### config.mk
export PLATFORM = sky130hd
export DESIGN_NAME = sha1_stream_hasher
export DESIGN_NICKNAME = d
export VERILOG_FILES = /design/src/hdl/sha1sh_pkg.sv /design/src/hdl/sha1_stream_hasher.sv /design/src/hdl/sha1sh_queue.sv /design/src/hdl/sha1sh_front.sv /design/src/hdl/sha1sh_core.sv
export VERILOG_INCLUDE_DIRS = /design/src /design/src/hdl
export SDC_FILE = /design/constraint.sdc
export NUM_CORES = 2
export LEC_CHECK = 0
export BUFFER_PORTS_ARGS = -buffer_cell sky130_fd_sc_hd__buf_2
export CORE_UTILIZATION = 38
export CTS_CLUSTER_DIAMETER = 150
export DETAILED_ROUTE_END_ITERATION = 10
export PLACE_DENSITY = 0.64
export SYNTH_ARGS = -nofsm -noshare
export SYNTH_HDL_FRONTEND = slang
export SYNTH_SLANG_ARGS = --single-unit
### constraint.sdc
create_clock -name i_clk -period 16.9 [get_ports i_clk]
set_input_delay 0.845 -clock i_clk [delete_from_list [all_inputs] [get_ports i_clk]]
set_output_delay 0.845 -clock i_clk [all_outputs]
set_load 0.03 [all_outputs]
### src/hdl/assert_macros.svh
// Assertion macros shared by the RTL files.
// No dependencies; included by modules that carry concurrent checks.
`ifndef ASSERT_MACROS_SVH
`define ASSERT_MACROS_SVH

// Same-cycle implication, disabled while reset is held.
`define ASSERT_IMPLY(label, clk, rst_n, ante, cons) \
    label: assert property (@(posedge clk) disable iff (!rst_n) (ante) |-> (cons)) \
        else $error("implication check failed");

// Next-cycle implication, disabled while reset is held.
`define ASSERT_NEXT(label, clk, rst_n, ante, cons) \
    label: assert property (@(posedge clk) disable iff (!rst_n) (ante) |=> (cons)) \
        else $error("next-cycle check failed");

`endif

### src/hdl/sha1sh_pkg.sv
// Shared types, constants and round functions of the SHA-1 stream hasher.
// No dependencies; used by every module of the block.
package sha1sh_pkg;

    localparam int unsigned QDEPTH     = 2;
    localparam int unsigned NUM_WORDS  = 5;
    localparam int unsigned NUM_ROUNDS = 80;
    localparam logic [2:0]  LAST_INDEX = 3'd4;
    localparam logic [7:0]  PAD_BYTE   = 8'h80;
    localparam logic [5:0]  PAD_LIMIT  = 6'd56;

    localparam logic [31:0] IV [NUM_WORDS] = '{
        32'h67452301, 32'hEFCDAB89, 32'h98BADCFE, 32'h10325476, 32'hC3D2E1F0
    };

    localparam logic [31:0] K0 = 32'h5A827999;
    localparam logic [31:0] K1 = 32'h6ED9EBA1;
    localparam logic [31:0] K2 = 32'h8F1BBCDC;
    localparam logic [31:0] K3 = 32'hCA62C1D6;

    // One queued work item: only items with a byte or an end mark are queued.
    typedef struct packed {
        logic [7:0] data;
        logic       present;
        logic       fin;
    } t_item;

    // Queue status seen by the front end.
    typedef struct packed {
        logic full;
        logic empty;
    } t_qstat;

    function automatic logic [31:0] round_k(input logic [6:0] rnd);
        logic [31:0] k;
        if (rnd < 7'd20)      k = K0;
        else if (rnd < 7'd40) k = K1;
        else if (rnd < 7'd60) k = K2;
        else                  k = K3;
        return k;
    endfunction

    function automatic logic [31:0] round_f(input logic [6:0]  rnd,
                                            input logic [31:0] b,
                                            input logic [31:0] c,
                                            input logic [31:0] d);
        logic [31:0] f;
        if (rnd < 7'd20)                      f = (b & c) | (~b & d);
        else if (rnd >= 7'd40 && rnd < 7'd60) f = (b & c) | (b & d) | (c & d);
        else                                  f = b ^ c ^ d;
        return f;
    endfunction

endpackage

### src/hdl/sha1_stream_hasher.sv
// SHA-1 stream hasher: one message byte per input transfer, five digest words
// out. The core absorbs a byte at a time; each full 64-byte block runs a
// compression (load, 80 rounds of the one round unit, final add). The
// end-of-message transfer is absorbed, then come one padding step and one
// compression (two, with a length step between them, when the length spills
// into an extra block) and the hand-out of the five digest words. A
// two-entry queue decouples the input port from the core, and the output
// register lets the core start on the next message while the last digest
// word waits. Depends on sha1sh_pkg and assert_macros.svh.
`include "assert_macros.svh"

module sha1_stream_hasher (
    input  logic        i_clk,
    input  logic        i_rst_n,
    input  logic        i_s_tvalid,
    output logic        o_s_tready,
    input  logic [7:0]  i_s_tdata,   // [7:0] data_byte
    input  logic        i_s_tuser,   // [0] byte_present
    input  logic        i_s_tlast,   // end_of_message
    output logic        o_m_tvalid,
    input  logic        i_m_tready,
    output logic [31:0] o_m_tdata,   // [31:0] digest_word
    output logic [2:0]  o_m_tuser,   // [2:0] word_index
    output logic        o_m_tlast    // last_word
);

    sha1sh_pkg::t_item  push_item;
    sha1sh_pkg::t_item  head_item;
    sha1sh_pkg::t_qstat qstat;
    logic               push;
    logic               pop;
    logic               head_valid;
    logic [1:0]         q_level;

    sha1sh_front u_front (
        .i_s_tvalid (i_s_tvalid),
        .o_s_tready (o_s_tready),
        .i_s_tdata  (i_s_tdata),
        .i_s_tuser  (i_s_tuser),
        .i_s_tlast  (i_s_tlast),
        .i_qstat    (qstat),
        .o_push     (push),
        .o_item     (push_item)
    );

    sha1sh_queue u_queue (
        .i_clk   (i_clk),
        .i_rst_n (i_rst_n),
        .i_push  (push),
        .i_item  (push_item),
        .i_pop   (pop),
        .o_item  (head_item),
        .o_valid (head_valid),
        .o_stat  (qstat),
        .o_level (q_level)
    );

    sha1sh_core u_core (
        .i_clk      (i_clk),
        .i_rst_n    (i_rst_n),
        .i_valid    (head_valid),
        .i_item     (head_item),
        .o_pop      (pop),
        .o_m_tvalid (o_m_tvalid),
        .i_m_tready (i_m_tready),
        .o_m_tdata  (o_m_tdata),
        .o_m_tuser  (o_m_tuser),
        .o_m_tlast  (o_m_tlast)
    );

    `ASSERT_IMPLY(a_level_bound, i_clk, i_rst_n, 1'b1, q_level <= 2'(sha1sh_pkg::QDEPTH))
    `ASSERT_IMPLY(a_index_range, i_clk, i_rst_n, o_m_tvalid, o_m_tuser <= sha1sh_pkg::LAST_INDEX)
    `ASSERT_IMPLY(a_last_tag, i_clk, i_rst_n, o_m_tvalid, o_m_tlast == (o_m_tuser == sha1sh_pkg::LAST_INDEX))
    `ASSERT_NEXT(a_word_order, i_clk, i_rst_n, o_m_tvalid && i_m_tready && !o_m_tlast, o_m_tvalid && (o_m_tuser == $past(o_m_tuser) + 3'd1))

endmodule

### src/hdl/sha1sh_queue.sv
// Two-entry register queue between the front end and the hashing core.
// Depends on sha1sh_pkg for the item and status types.
module sha1sh_queue (
    input  logic               i_clk,
    input  logic               i_rst_n,
    input  logic               i_push,
    input  sha1sh_pkg::t_item  i_item,
    input  logic               i_pop,
    output sha1sh_pkg::t_item  o_item,
    output logic               o_valid,
    output sha1sh_pkg::t_qstat o_stat,
    output logic [1:0]         o_level
);

    sha1sh_pkg::t_item r_mem [sha1sh_pkg::QDEPTH];
    logic              r_wp;
    logic              r_rp;
    logic [1:0]        r_cnt;
    logic              do_push;
    logic              do_pop;

    assign do_pop  = i_pop && (r_cnt != 2'd0);
    assign do_push = i_push && (r_cnt != 2'(sha1sh_pkg::QDEPTH));

    always_ff @(posedge i_clk) begin
        if (!i_rst_n) begin
            r_wp  <= 1'b0;
            r_rp  <= 1'b0;
            r_cnt <= 2'd0;
        end else begin
            if (do_push) begin
                r_mem[r_wp] <= i_item;
                r_wp        <= ~r_wp;
            end
            if (do_pop) begin
                r_rp <= ~r_rp;
            end
            r_cnt <= r_cnt + {1'b0, do_push} - {1'b0, do_pop};
        end
    end

    assign o_item       = r_mem[r_rp];
    assign o_valid      = (r_cnt != 2'd0);
    assign o_stat.full  = (r_cnt == 2'(sha1sh_pkg::QDEPTH));
    assign o_stat.empty = (r_cnt == 2'd0);
    assign o_level      = r_cnt;

endmodule

### src/hdl/sha1sh_front.sv
// Input side: takes stream transfers, drops idle items, queues the rest.
// Depends on sha1sh_pkg for the item and status types.
module sha1sh_front (
    input  logic               i_s_tvalid,
    output logic               o_s_tready,
    input  logic [7:0]         i_s_tdata,
    input  logic               i_s_tuser,
    input  logic               i_s_tlast,
    input  sha1sh_pkg::t_qstat i_qstat,
    output logic               o_push,
    output sha1sh_pkg::t_item  o_item
);

    // An item with neither a byte nor an end mark is taken and discarded.
    assign o_s_tready   = !i_qstat.full;
    assign o_item.data    = i_s_tdata;
    assign o_item.present = i_s_tuser;
    assign o_item.fin     = i_s_tlast;
    assign o_push       = i_s_tvalid && o_s_tready && (i_s_tuser || i_s_tlast);

endmodule

### src/hdl/sha1sh_core.sv
// Hashing core: absorbs bytes, pads, runs the 80-round compression and
// emits the digest words through an output register. Depends on sha1sh_pkg.
module sha1sh_core (
    input  logic              i_clk,
    input  logic              i_rst_n,
    input  logic              i_valid,
    input  sha1sh_pkg::t_item i_item,
    output logic              o_pop,
    output logic              o_m_tvalid,
    input  logic              i_m_tready,
    output logic [31:0]       o_m_tdata,
    output logic [2:0]        o_m_tuser,
    output logic              o_m_tlast
);

    typedef enum logic [2:0] {
        S_IDLE,
        S_PAD,
        S_LEN,
        S_LOAD,
        S_ROUND,
        S_ADD,
        S_EMIT
    } t_state;

    typedef enum logic [1:0] {
        RET_IDLE,
        RET_PAD,
        RET_LEN,
        RET_EMIT
    } t_ret;

    t_state      r_state;
    t_ret        r_ret;
    logic [31:0] r_w [16];
    logic [31:0] r_h [sha1sh_pkg::NUM_WORDS];
    logic [31:0] r_a, r_b, r_c, r_d, r_e;
    logic [63:0] r_cnt;
    logic [6:0]  r_rnd;
    logic [2:0]  r_idx;
    logic        r_ovalid;
    logic [31:0] r_odata;
    logic [2:0]  r_ouser;
    logic        r_olast;

    logic [63:0] n_cnt;
    logic [31:0] n_sched;
    logic [31:0] n_temp;
    logic [63:0] bit_len;
    logic        out_free;

    assign n_cnt    = r_cnt + 64'd1;
    assign n_sched  = {r_w[13] ^ r_w[8] ^ r_w[2] ^ r_w[0]} << 1
                    | {31'd0, r_w[13][31] ^ r_w[8][31] ^ r_w[2][31] ^ r_w[0][31]};
    assign n_temp   = {r_a[26:0], r_a[31:27]} + sha1sh_pkg::round_f(r_rnd, r_b, r_c, r_d)
                    + r_e + sha1sh_pkg::round_k(r_rnd) + r_w[0];
    assign bit_len  = {r_cnt[60:0], 3'b000};
    assign out_free = !r_ovalid || i_m_tready;
    assign o_pop    = (r_state == S_IDLE) && i_valid;

    always_ff @(posedge i_clk) begin
        if (!i_rst_n) begin
            r_state  <= S_IDLE;
            r_ret    <= RET_IDLE;
            r_cnt    <= 64'd0;
            r_rnd    <= 7'd0;
            r_idx    <= 3'd0;
            r_ovalid <= 1'b0;
            r_a      <= 32'd0;
            r_b      <= 32'd0;
            r_c      <= 32'd0;
            r_d      <= 32'd0;
            r_e      <= 32'd0;
            for (int i = 0; i < 16; i++) r_w[i] <= 32'd0;
            for (int i = 0; i < int'(sha1sh_pkg::NUM_WORDS); i++) r_h[i] <= sha1sh_pkg::IV[i];
        end else begin
            if (r_ovalid && i_m_tready) begin
                r_ovalid <= 1'b0;
            end
            case (r_state)
                S_IDLE: begin
                    if (i_valid) begin
                        if (i_item.present) begin
                            r_w[r_cnt[5:2]][8 * (3 - int'(r_cnt[1:0])) +: 8] <= i_item.data;
                            r_cnt <= n_cnt;
                            if (n_cnt[5:0] == 6'd0) begin
                                r_state <= S_LOAD;
                                r_ret   <= i_item.fin ? RET_PAD : RET_IDLE;
                            end else if (i_item.fin) begin
                                r_state <= S_PAD;
                            end
                        end else begin
                            r_state <= S_PAD;
                        end
                    end
                end
                S_PAD: begin
                    r_w[r_cnt[5:2]][8 * (3 - int'(r_cnt[1:0])) +: 8] <= sha1sh_pkg::PAD_BYTE;
                    r_state <= S_LOAD;
                    if (r_cnt[5:0] >= sha1sh_pkg::PAD_LIMIT) begin
                        r_ret <= RET_LEN;
                    end else begin
                        // Pad byte sits at word 13 or below, so the length fits now.
                        r_w[14] <= bit_len[63:32];
                        r_w[15] <= bit_len[31:0];
                        r_ret   <= RET_EMIT;
                    end
                end
                S_LEN: begin
                    r_w[14] <= bit_len[63:32];
                    r_w[15] <= bit_len[31:0];
                    r_ret   <= RET_EMIT;
                    r_state <= S_LOAD;
                end
                S_LOAD: begin
                    r_a     <= r_h[0];
                    r_b     <= r_h[1];
                    r_c     <= r_h[2];
                    r_d     <= r_h[3];
                    r_e     <= r_h[4];
                    r_rnd   <= 7'd0;
                    r_state <= S_ROUND;
                end
                S_ROUND: begin
                    // Schedule window shifts each round; r_w[0] is this round's word.
                    for (int i = 0; i < 15; i++) r_w[i] <= r_w[i + 1];
                    r_w[15] <= n_sched;
                    r_a     <= n_temp;
                    r_b     <= r_a;
                    r_c     <= {r_b[1:0], r_b[31:2]};
                    r_d     <= r_c;
                    r_e     <= r_d;
                    r_rnd   <= r_rnd + 7'd1;
                    if (r_rnd == 7'(sha1sh_pkg::NUM_ROUNDS - 1)) begin
                        r_state <= S_ADD;
                    end
                end
                S_ADD: begin
                    r_h[0] <= r_h[0] + r_a;
                    r_h[1] <= r_h[1] + r_b;
                    r_h[2] <= r_h[2] + r_c;
                    r_h[3] <= r_h[3] + r_d;
                    r_h[4] <= r_h[4] + r_e;
                    for (int i = 0; i < 16; i++) r_w[i] <= 32'd0;
                    case (r_ret)
                        RET_IDLE: r_state <= S_IDLE;
                        RET_PAD:  r_state <= S_PAD;
                        RET_LEN:  r_state <= S_LEN;
                        RET_EMIT: r_state <= S_EMIT;
                        default:  r_state <= S_IDLE;
                    endcase
                end
                S_EMIT: begin
                    if (out_free) begin
                        r_ovalid <= 1'b1;
                        r_odata  <= r_h[r_idx];
                        r_ouser  <= r_idx;
                        r_olast  <= (r_idx == sha1sh_pkg::LAST_INDEX);
                        r_idx    <= r_idx + 3'd1;
                        if (r_idx == sha1sh_pkg::LAST_INDEX) begin
                            r_idx   <= 3'd0;
                            r_cnt   <= 64'd0;
                            r_state <= S_IDLE;
                            for (int i = 0; i < int'(sha1sh_pkg::NUM_WORDS); i++) begin
                                r_h[i] <= sha1sh_pkg::IV[i];
                            end
                        end
                    end
                end
                default: r_state <= S_IDLE;
            endcase
        end
    end

    assign o_m_tvalid = r_ovalid;
    assign o_m_tdata  = r_odata;
    assign o_m_tuser  = r_ouser;
    assign o_m_tlast  = r_olast;

endmodule
==> metrics.txt <==
status=completed; post-synthesis mux area share=2.278%; Area Growth Syn to Fin=9.979%; Final Non-Filler Cells=7213; Routed wire per std cell=22.24 µm; Antenna Nets Post-Route=0; Slew Limit Headroom=15.32%; Synth Area in Compound Gates=17.17%; Synth top area share=40.16%; Vias=41310; crit share post-route=38.00%; CTS Buf Count=103; fin crit period=6.422 ns; critical path type=reg -> reg; FF+latch count, synth=970; Die H=380.5 µm; 1st-pass router iterations=11; depth of the CTS H-tree=3; Async SR Flop Fraction=0%; commonest non-fill, non-tap cells in the layout=833 x nand2_1, 728 x edfxtp_1, 620 x o21ai_0, 253 x nor2_1, 239 x dfxtp_1; Setup-failing EPs final=0; overall power=0.007227 W; area leader, netlist=edfxtp_1; Clock Sinks=970; vias in the first global route=39640; TritonCTS clock tree=yes; CP endpoint kind=register; Synth Area in XOR/XNOR=4.810%; max-capacitance violation count=0; # Post-CTS Setup Buffers=0; top cells by area, synth=edfxtp_1 40%, dfxtp_1 8.9%, nand2_1 5.7%; total power per unit cell area=120.7 nW/µm²; GRT Overall Usage=21.74%; IO Count=52; WL final=160.4 mm; Syn. warnings=0; worst path bufs/invs=4; synthesized-area fraction occupied by adder cells=9.846%; crit-path max FO=34; Slew Limit Fails=0; layout cells sized above 1=7.007%; commonest non-fill, non-tap cell in the layout=nand2_1; worst path required time=17.52 ns; CORE AREA=141900 µm²; initial antenna violation count=4; Synth Flop Type=edfxtp_1; GR Overflow Total=0; full die area=144800 µm²; worst path arrival time=7.04 ns; post-synth cell types=91; first-pass GRT wire length=244.6 mm; insertion delay to the later sink of the worst-skew pair=0.75 ns; hold-fix buffers at CTS=0; mapped cell area=54440 µm²; nets=5600; gpl congestion=0.9430; Setup TNS=0 ns; clk buf depth=3; Inst Count DP=7017; synthesized instance count=5317; worst reg2reg startpoint=u_core.r_rnd[3]; fmax=155.7 MHz; HP Start=i_s_tdata[3]; Worst Skew=0.06092 ns; main combinational cell family by area after synthesis=compound AO/OA/AOI/OAI gates; Peak VDD IR=81.65 µV; Row Count=138; slowest CP cell=fa_1; startpoint types=register; Hold Path Class=in -> reg; Initial DRC Count=4613; ANT cells=0; Initial Util=38.36%; Mapped Nets=5685; pin count of the biggest net entering global routing=101; Top delay family on crit path=compound AO/OA/AOI/OAI gates; Root Buffer=clkbuf_16; vias per cell=5.728; # port buffers=51; die width=380.5 µm; Seq/Total Area, Yosys=49.06%; Residual DRC=0; worst stage delay on the critical path=0.55 ns; simple-gate share of the synthesized area=13.34%; Synth Area per Inst=10.24 µm²; slew at the pin with the worst max-slew slack=1.266 ns; dpl hpwl=109.4 mm; worst setup path start=u_core.r_rnd[3]; sequence of cells on the critical path=and3_1 > nor3_1 > clkinv_1 > nand2_1 > buf_4 > nor2_1 > nor2_1 > fa_1 > fa_1 > inv_1 > fa_1 > inv_1 > ha_1 > a21o_1 > a21oi_1 > o21ai_0 > a31oi_1 > a21oi_1 > a21oi_1 > o21a_1 > o31ai_1 > a311oi_1 > xor2_1 > o21ai_0; EDFF count, synth=728; Fin. Hold Viols=0; CTS clk-pin slew, worst paths=0.06 ns; PostCTS Resize Cnt=0; RSZ-0062 raised after global routing=no; P_leak=21.90 nW
-- per-stage QoR --
step                      setup slack [ns]  utilization, %  area (µm²)  hold WS [ns]
after floorplan                      3.352               -       54440        0.4064
after global placement               10.56           39.76       56430        0.4715
after detailed placement             10.55           39.76       56430        0.4826
after CTS                            10.52           42.18       59870        0.2349
after global routing                 10.01           42.18       59870        0.2562
final                                10.48           42.18       59870        0.2886
-- where the power goes --
group	switching, W	internal, W
registers	0.000204	0.00287
clock network	0.00102	0.00132
logic	0.00116	0.000655
total	0.00238	0.00484
-- flip-flops by register name, indices dropped and copies added, names as in the netlist, named ones only --
register           cells
u_queue.o_level        2
u_core.r_w           512
u_core.r_idx           3
u_queue.r_wp           1
u_core.r_ret           2
u_core.o_m_tuser       3
u_core.o_m_tlast       1
u_core.r_h           160
u_core.r_e            32
u_core.r_a            32
u_core.r_rnd           7
u_core.r_cnt          61
u_core.o_m_tvalid      1
u_core.r_state         3
u_queue.r_mem         20
u_queue.r_rp           1
u_core.o_m_tdata      32
u_core.r_b            32
u_core.r_d            32
u_core.r_c            32
-- cells in the mapped netlist (25+ instances only) --
cell type    n
o21a_1      30
a21o_1      83
dfxtp_1    242
nand2b_1    32
and2_1      50
a22oi_1    152
nor2b_1     70
fa_1       124
a222oi_1    32
inv_1      216
xnor2_1    165
nand3_1    185
edfxtp_1   728
ha_1       230
or3_1       26
and3_1      32
clkbuf_1   254
a22o_1      41
xor2_1     134
a21oi_1    183
a21boi_0   133
nor3_1      48
mux4_2      32
nand2_1    833
mux2_2      39
nor2_1     256
o21ai_0    623
a31oi_1     50
nand4_1     25
-- cells by family (layout without fill, tap and decap cells) --
family                     after synthesis  after routing
DFF                                    970            970
adders and majority gates              354            354
and+or+nand+nor                       1623           1623
xor gates and xnor gates               299            299
AOI/OAI and AO/OA                     1491           1491
buffers and inverters                  501            507
muxes                                   79             79
-- layout make-up --
cell class / count / area (µm²)
sequential: 970 / 26710
inverter: 218 / 818.3
timing repair buffer: 93 / 576.8
clock buffer: 136 / 2811
fill: 13520 / 82060
tap: 1890 / 2365
clock inverter: 60 / 633.1
multi-input combinational: 3846 / 25960
-- routing by layer --
metal  routed length [µm]  track usage [%]
met4                 6383            8.849
met5                   33                0
met1                70300            30.46
met3                11910            3.317
met2                71790            33.51
-- path summary, 6_finish.rpt --
path,depth (start not counted),slack (ns),end
worst max-delay path,24,10.48,u_core.r_a[30]
worst min-delay path,1,0.29,u_queue.r_mem[0][5]
worst max register to register,24,10.48,u_core.r_a[30]
worst min register to register,2,0.49,u_core.r_ret[1]
(Power assumes the default switching activity.)
